[src/hdl/fpt_pkg.sv]
`timescale 1ns / 1ps
// Shared types and constants for the function profiling table.
// No dependencies; imported by every module of the block.
package fpt_pkg;

    localparam int unsigned DEF_ENTRIES = 512;
    localparam int unsigned ADDR_W      = 32;
    localparam int unsigned COUNT_W     = 32;
    localparam int unsigned TICK_W      = 64;
    localparam int unsigned RIDX_W      = 9;
    localparam int unsigned OP_W        = 2;
    localparam int unsigned S_DATA_W    = 112;
    localparam int unsigned M_DATA_W    = 208;

    // Operation codes carried on the input tuser.
    localparam logic [OP_W-1:0] OP_ENTER = 2'd0;
    localparam logic [OP_W-1:0] OP_EXIT  = 2'd1;
    localparam logic [OP_W-1:0] OP_READ  = 2'd2;
    localparam logic [OP_W-1:0] OP_CLEAR = 2'd3;

    typedef enum logic [2:0] {
        ST_IDLE,
        ST_LOOK,
        ST_SEL,
        ST_UPD,
        ST_OUT
    } state_t;

    // Command broadcast to every cell in the update cycle.
    typedef struct packed {
        logic clr;
        logic wr;
        logic alloc;
        logic inc;
        logic add;
    } cell_cmd_t;

endpackage

[src/hdl/fpt_cell.sv]
`timescale 1ns / 1ps
// One table cell: holds a key, a call count and a tick sum, and matches a key.
// Depends on fpt_pkg.
module fpt_cell
    import fpt_pkg::*;
(
    input  logic               aclk,
    input  logic               aresetn,
    input  logic [ADDR_W-1:0]  key_in,
    input  logic [TICK_W-1:0]  delta,
    input  cell_cmd_t          cmd,
    input  logic               sel,
    output logic               match,
    output logic               free,
    output logic [ADDR_W-1:0]  key_out,
    output logic [COUNT_W-1:0] count_out,
    output logic [TICK_W-1:0]  sum_out
);

    logic [ADDR_W-1:0]  key_reg,   key_next;
    logic [COUNT_W-1:0] count_reg, count_next;
    logic [TICK_W-1:0]  sum_reg,   sum_next;
    logic [COUNT_W-1:0] count_base;
    logic [TICK_W-1:0]  sum_base;

    // Compare against the broadcast key.
    assign match = (key_reg == key_in);
    assign free  = (key_reg == '0);

    // A freshly taken cell starts from zero before the event is applied.
    assign count_base = cmd.alloc ? '0 : count_reg;
    assign sum_base   = cmd.alloc ? '0 : sum_reg;

    always_comb begin
        key_next   = key_reg;
        count_next = count_reg;
        sum_next   = sum_reg;
        if (cmd.clr) begin
            key_next   = '0;
            count_next = '0;
            sum_next   = '0;
        end else if (cmd.wr && sel) begin
            key_next   = key_in;
            count_next = cmd.inc ? count_base + 1'b1 : count_base;
            sum_next   = cmd.add ? sum_base + delta : sum_base;
        end
    end

    always_ff @(posedge aclk) begin
        if (!aresetn) begin
            key_reg   <= '0;
            count_reg <= '0;
            sum_reg   <= '0;
        end else begin
            key_reg   <= key_next;
            count_reg <= count_next;
            sum_reg   <= sum_next;
        end
    end

    assign key_out   = key_reg;
    assign count_out = count_reg;
    assign sum_out   = sum_reg;

endmodule

[config.mk]
export PLATFORM = sky130hd
export DESIGN_NAME = fpt_cell
export DESIGN_NICKNAME = d
export VERILOG_FILES = /design/src/hdl/fpt_pkg.sv /design/src/hdl/fpt_cell.sv
export SDC_FILE = /design/constraint.sdc
export NUM_CORES = 1
export LEC_CHECK = 0
export BUFFER_PORTS_ARGS = -buffer_cell sky130_fd_sc_hd__buf_2
export CAP_MARGIN = 25
export CORE_MARGIN = 10
export CORE_UTILIZATION = 45
export DETAILED_ROUTE_END_ITERATION = 7
export PLACE_DENSITY = 0.69
export SYNTH_ARGS = -nofsm -noshare
export SYNTH_HDL_FRONTEND = slang
export SYNTH_SLANG_ARGS = --single-unit
[constraint.sdc]
create_clock -name aclk -period 5.72 [get_ports aclk]
set_input_delay 1.144 -clock aclk [delete_from_list [all_inputs] [get_ports aclk]]
set_output_delay 1.144 -clock aclk [all_outputs]
set_load 0.01 [all_outputs]
==> impl_metrics.tcl, run 1 <==
set metrics [dict create \
    outcome "completed" \
    endpoint_kind "register" \
    hold_violations 0 \
    worst_ep_required_time_ns 6.03 \
    nets 1613 \
    io_buffers 233 \
    gp_congestion 0.929 \
    die_h_um 164 \
    multiInputGateArea_mm2 0.00648 \
    timing.setup.tns_ns 0 \
    path_class "in2reg" \
    grt_pass1_vias 9353 \
    synth_warnings 0 \
    dieArea_mm2 0.0270 \
    vias 9731 \
    slew_headroom_pct 40.7 \
    min_period_over_period_pct 78.2 \
    core_area_mm2 0.0204 \
    synth.distinct_cells 67 \
    power_frac_clock_pct 47.3 \
    clock_sinks 128 \
    grt_start_max_net_pins 68 \
    skew_ns 0.0141 \
    rsz0062_at_grt "false" \
    synth_area_mm2 0.00937 \
    ios 234 \
    drv_cap 0 \
    pwr_density_cell_mw_per_mm2 205 \
    worst_slack_ns 1.25 \
    p_leak_nw 5.18 \
    worst_pin_slew_ns 0.888 \
    synth-edff-count 0 \
    grt_pass1_wl_mm 48.6 \
    place_inst 1695 \
    routed_wl_mm 30.8 \
    period_minus_slack_ns 4.47 \
    critPathLaunch "cmd[2]" \
    cp.arrival_ns 4.79 \
    switchingPower_w 0.000655 \
    setup_viol 0 \
    irDropWorstVdd_uv 211 \
    internal_power_w 0.00166 \
    drtIter0Drc 620 \
    holdWs_ns 0.449 \
    synth-main-ff-cell "dfxtp_1" \
    startpoint_type "input port" \
    viasPerCell 5.63 \
    async_flop_share_pct 0 \
    p_comb_share_pct 13.3 \
    regArea_mm2 0.00256 \
    final_cell_mix "buf_2, nand2_1, dfxtp_1" \
    ant_nets 0 \
    drc_errors 0 \
    syn_nets 1419 \
    clock_latency_ns 0.42 \
    htree_levels 4 \
    dr.pass1.iters 5 \
    finalMaxSlewViolations 0 \
    cts_resized 0 \
    post-cts-setup-buffers 0 \
    cts_tree "yes" \
    hp-start "sum_out[60]$_SDFFE_PP0P_" \
    clkTransAtPathRegs_ns 0.06 \
    antenna_found_initial 1 \
    area_growth_syn_to_layout_pct 20.6 \
    clockBufferDepth 2 \
    dp_slack_ns 0.825 \
    cts_buffers 17 \
    cts_root_buf "clkbuf_16" \
    place_hpwl_mm 23.6 \
    p_sw_share_pct 28.3 \
    synth_cells 1250 \
    avgSynthCellArea_um2 7.50 \
    grt_usage_pct 21.9 \
    p_total_w 0.00232 \
    wl_per_cell_um 17.8 \
    mostFrequentLayoutCell "buf_2" \
    nFillCells 1963 \
    fp.dieW_um 164 \
    worstPathMaxFanout 25 \
    seqPwrFrac_pct 39.4 \
    layout-drive-gt1-share_pct 20.1 \
    rows 52 \
    start_util_pct 46.0 \
    final_cells 1728 \
    hold_buffers 0 \
    synth-seq-cells 128 \
    synth-seq-area-share_pct 27.4 \
    r2r-start "sum_out[18]$_SDFFE_PP0P_" \
    fmax_ghz 0.224 \
    grt.overflow.total 0 \
    min_path_type "reg2reg" \
]
[flip-flops by register name (all words and copies together), names as in the netlist]
signal / count
key_out: 32
count_out: 32
sum_out: 64
[power groups by stage]
stage	combinational, W	clock [W]	sequential [W]
2_1_floorplan	0.000186	0	0.000937
6_report	0.000308	0.00110	0.000914
3_5_place_dp	0.000305	0	0.000934
3_3_place_gp	0.000304	0	0.000934
4_1_cts	0.000308	0.00112	0.000914
5_1_grt	0.000340	0.00116	0.000915
[cell families after synthesis]
| family | after synthesis | share of synthesized area (%) |
|---|---|---|
| AND/OR/NAND/NOR | 516 | 26.1 |
| AO/OA/AOI/OAI | 346 | 24.0 |
| flip-flops | 128 | 27.4 |
| XOR/XNOR | 104 | 9.72 |
| buffers and inverters | 87 | 3.61 |
| adder cells (fa/ha/maj) | 65 | 8.76 |
| multiplexers | 4 | 0.467 |
[synth_stat cells, types with 3 or more instances]
| cell | instances | area [um^2] |
|---|---|---|
| o21bai_1 | 14 | 105 |
| mux2_2 | 3 | 33.8 |
| a31oi_1 | 5 | 31.3 |
| o21a_1 | 16 | 120 |
| nand4_1 | 28 | 175 |
| o31ai_1 | 6 | 45.0 |
| o21ai_0 | 60 | 300 |
| a22oi_1 | 30 | 225 |
| a21o_1 | 36 | 270 |
| or3_1 | 11 | 68.8 |
| nor4_1 | 18 | 113 |
| and4_1 | 4 | 35.0 |
| nand2b_1 | 6 | 37.5 |
| o211ai_1 | 10 | 75.1 |
| nand2_1 | 196 | 736 |
| nor2_1 | 115 | 432 |
| a21oi_1 | 113 | 566 |
| o21ai_1 | 11 | 55.1 |
| clkbuf_1 | 58 | 218 |
| ha_1 | 64 | 801 |
| dfxtp_1 | 128 | 2560 |
| a211oi_1 | 9 | 67.6 |
| buf_2 | 9 | 45.0 |
| inv_1 | 20 | 75.1 |
| xnor2_1 | 39 | 342 |
| a41oi_1 | 3 | 26.3 |
| xor2_1 | 65 | 569 |
| nor2b_1 | 67 | 419 |
| and2_1 | 8 | 50.1 |
| nor3_1 | 14 | 70.1 |
| and3_1 | 13 | 81.3 |
| nand3_1 | 24 | 120 |
| and4b_1 | 4 | 40.0 |
| a32oi_1 | 4 | 35.0 |
[cell type report]
type,instances,area share (%)
Antenna cell,2,0.0443
Multi-Input combinational cell,1035,57.4
Tap cell,270,2.99
Clock inverter,14,1.35
Sequential cell,128,22.7
Clock buffer,17,3.77
Inverter,20,0.665
Timing Repair Buffer,242,11.1
[per-layer routing]
metal | track usage [%] | up-vias | share of wire [%]
met5 | 0 | - | 0
met4 | 8.00 | 0 | 2.4
met3 | 4.66 | 45 | 6.7
met2 | 36.2 | 294 | 47
met1 | 27.6 | 4556 | 44
li1 | - | 4836 | -
[path summary, 6_finish.rpt]
check,end,slack [ns],cells after the start
hold / removal,sum_out[60]$_SDFFE_PP0P_,0.45,2
hold reg to reg,sum_out[60]$_SDFFE_PP0P_,0.45,2
setup / recovery,sum_out[47]$_SDFFE_PP0P_,1.25,14
setup reg to reg,sum_out[62]$_SDFFE_PP0P_,2.35,12
[metrics by stage]
step | cell area, um^2 | utilization [%]
2_1_floorplan | 9370 | -
3_3_place_gp | 10700 | 52.5
3_5_place_dp | 10700 | 52.6
4_1_cts | 11300 | 55.4
5_1_grt | 11300 | 55.4
6_report | 11300 | 55.5
[critical path, cell delays in order]
cell,delay (ns)
buf_2,0.42
buf_4,0.38
nor2b_1,0.09
ha_1,0.39
and2_1,0.22
nand3_1,0.11
or4_1,0.57
a211oi_2,0.31
a2111oi_2,0.12
o41ai_4,0.42
and2b_1,0.19
nand2b_2,0.14
xor2_1,0.07
a22o_1,0.20
Note: power is estimated with default switching activity, not from simulation.
==> run 2: changes to the inputs <==
clock period = 4.3 ns   (was 5.72 ns; I/O delays follow)
==> run 2 against run 1 <==
Critical path depth unchanged. Combinational power rose by 33%. Design area increased by 0.48%. Critical path type unchanged. Highest routed layer unchanged. Non-clock buffer count increased by 8. Register-to-register slack worse by 1.4 ns. Global-route usage fell by 0.35 points. Critical endpoint unchanged. Setup slack worse by 0.69 ns. Sequential power up 33%. Largest power group unchanged.
==> impl_metrics.tcl, run 2 (synthesis gave the netlist of run 1 again) <==
set metrics [dict create \
    outcome "completed" \
    die_h_um 164 \
    nets 1621 \
    worst_pin_slew_ns 0.871 \
    post-cts-setup-buffers 0 \
    hold_violations 0 \
    setup_viol 0 \
    core_area_mm2 0.0204 \
    layout-drive-gt1-share_pct 20.5 \
    clockBufferDepth 2 \
    cts_root_buf "clkbuf_16" \
    met3_length_mm 2.03 \
    mostFrequentLayoutCell "buf_2" \
    regArea_mm2 0.00256 \
    grt_pass1_wl_mm 47.9 \
    critPathLaunch "cmd[2]" \
    clock_sinks 128 \
    rows 52 \
    dr.pass1.iters 5 \
    io_buffers 233 \
    internal_power_w 0.00222 \
    ios 234 \
    clock_latency_ns 0.42 \
    drt-met1-wl_mm 13.3 \
    rsz0062_at_grt "false" \
    grt_usage_pct 21.6 \
    timing.setup.tns_ns 0 \
    path_class "in2reg" \
    place_hpwl_mm 23.2 \
    hold_buffers 0 \
    pwr_density_cell_mw_per_mm2 272 \
    endpoint_kind "register" \
    startpoint_type "input port" \
    skew_ns 0.0118 \
    fp.dieW_um 164 \
    start_util_pct 46.0 \
    routed_wl_mm 30.4 \
    largest_reg_flops 64 \
    gp_congestion 0.940 \
    htree_levels 4 \
    post-route-util_pct 55.7 \
    cp.arrival_ns 4.06 \
    vias 9725 \
    multiInputGateArea_mm2 0.00648 \
    p_total_w 0.00309 \
    drc_errors 0 \
    worst_ep_required_time_ns 4.62 \
    grt.overflow.total 0 \
    area_growth_syn_to_layout_pct 21.1 \
    clkTransAtPathRegs_ns 0.06 \
    cts_buffers 17 \
    worst_slack_ns 0.556 \
    dieArea_mm2 0.0270 \
    seqPwrFrac_pct 39.3 \
    nFillCells 1959 \
    antenna_found_initial 1 \
    grt_start_max_net_pins 58 \
    min_period_over_period_pct 87.1 \
    switchingPower_w 0.000876 \
    final_cell_mix "buf_2, nand2_1, dfxtp_1" \
    drtIter0Drc 761 \
    p_comb_share_pct 13.3 \
    period_minus_slack_ns 3.74 \
    grt_pass1_vias 9473 \
    final_cells 1736 \
    cts_resized 0 \
    highest_layer "met4" \
    cts_tree "yes" \
    rrSetupSlack_ns 1.00 \
    ant_nets 0 \
    viasPerCell 5.60 \
    p_sw_share_pct 28.3 \
    power_frac_clock_pct 47.4 \
    dp_slack_ns 0.202 \
    hp-start "sum_out[60]$_SDFFE_PP0P_" \
    worstPathMaxFanout 52 \
    finalMaxSlewViolations 0 \
    slew_headroom_pct 41.8 \
    wl_met2_mm 14.4 \
    wl_per_cell_um 17.5 \
    irDropWorstVdd_uv 238 \
    p_leak_nw 5.22 \
    fmax_ghz 0.267 \
    min_path_type "reg2reg" \
    place_inst 1703 \
    r2r-start "sum_out[22]$_SDFFE_PP0P_" \
    drv_cap 0 \
]
[run 2: changes by cell type in the layout (fill, tap and decap cells not counted)]
cell / before / now
buf_16: 1 / 0
buf_12: 0 / 1
inv_6: 6 / 5
clkinv_4: 2 / 4
buf_4: 8 / 16
clkinvlp_4: 1 / 0
[run 2: area by class of cell]
cell class | count | share of cell area, %
Clock inverter | 14 | 1.36
Antenna cell | 2 | 0.0441
Clock buffer | 17 | 3.75
Sequential cell | 128 | 22.6
Inverter | 20 | 0.662
Timing Repair Buffer | 250 | 11.5
Tap cell | 270 | 2.98
Multi-Input combinational cell | 1035 | 57.1
[run 2: layer usage]
| layer | track usage [%] | up-vias |
|---|---|---|
| met1 | 27.0 | 4552 |
| met3 | 4.71 | 49 |
| met5 | 0 | - |
| met4 | 7.64 | 0 |
| li1 | - | 4827 |
| met2 | 35.7 | 297 |
[run 2: path summary, 6_finish.rpt]
| path | to | cells after the start |
|---|---|---|
| hold reg to reg | sum_out[60]$_SDFFE_PP0P_ | 2 |
| setup / recovery | sum_out[47]$_SDFFE_PP0P_ | 14 |
| setup reg to reg | sum_out[47]$_SDFFE_PP0P_ | 12 |
| hold / removal | sum_out[60]$_SDFFE_PP0P_ | 2 |
[run 2: worst max-delay path: stages]
cell	delay [ns]
buf_2	0.10
buf_12	0.24
nor2b_1	0.08
ha_1	0.42
a21oi_1	0.24
o221ai_1	0.19
a211oi_1	0.24
o31ai_1	0.15
a2111oi_2	0.58
o41ai_4	0.17
and2b_1	0.20
nand2b_2	0.20
xor2_1	0.15
a22o_1	0.19
[run 2: through the flow]
stage	cell area [um^2]	hold WS [ns]
3_5_place_dp	10800	0.448
3_3_place_gp	10800	0.447
6_report	11300	0.457
5_1_grt	11300	0.485
2_1_floorplan	9370	0.477
4_1_cts	11300	0.456
[run 2: power groups by stage]
stage	clock network, W	logic [W]	registers, W
6_report	0.00146	0.000411	0.00122
5_1_grt	0.00154	0.000453	0.00122
4_1_cts	0.00149	0.000409	0.00122
3_5_place_dp	0	0.000407	0.00124
3_3_place_gp	0	0.000406	0.00124
2_1_floorplan	0	0.000247	0.00125
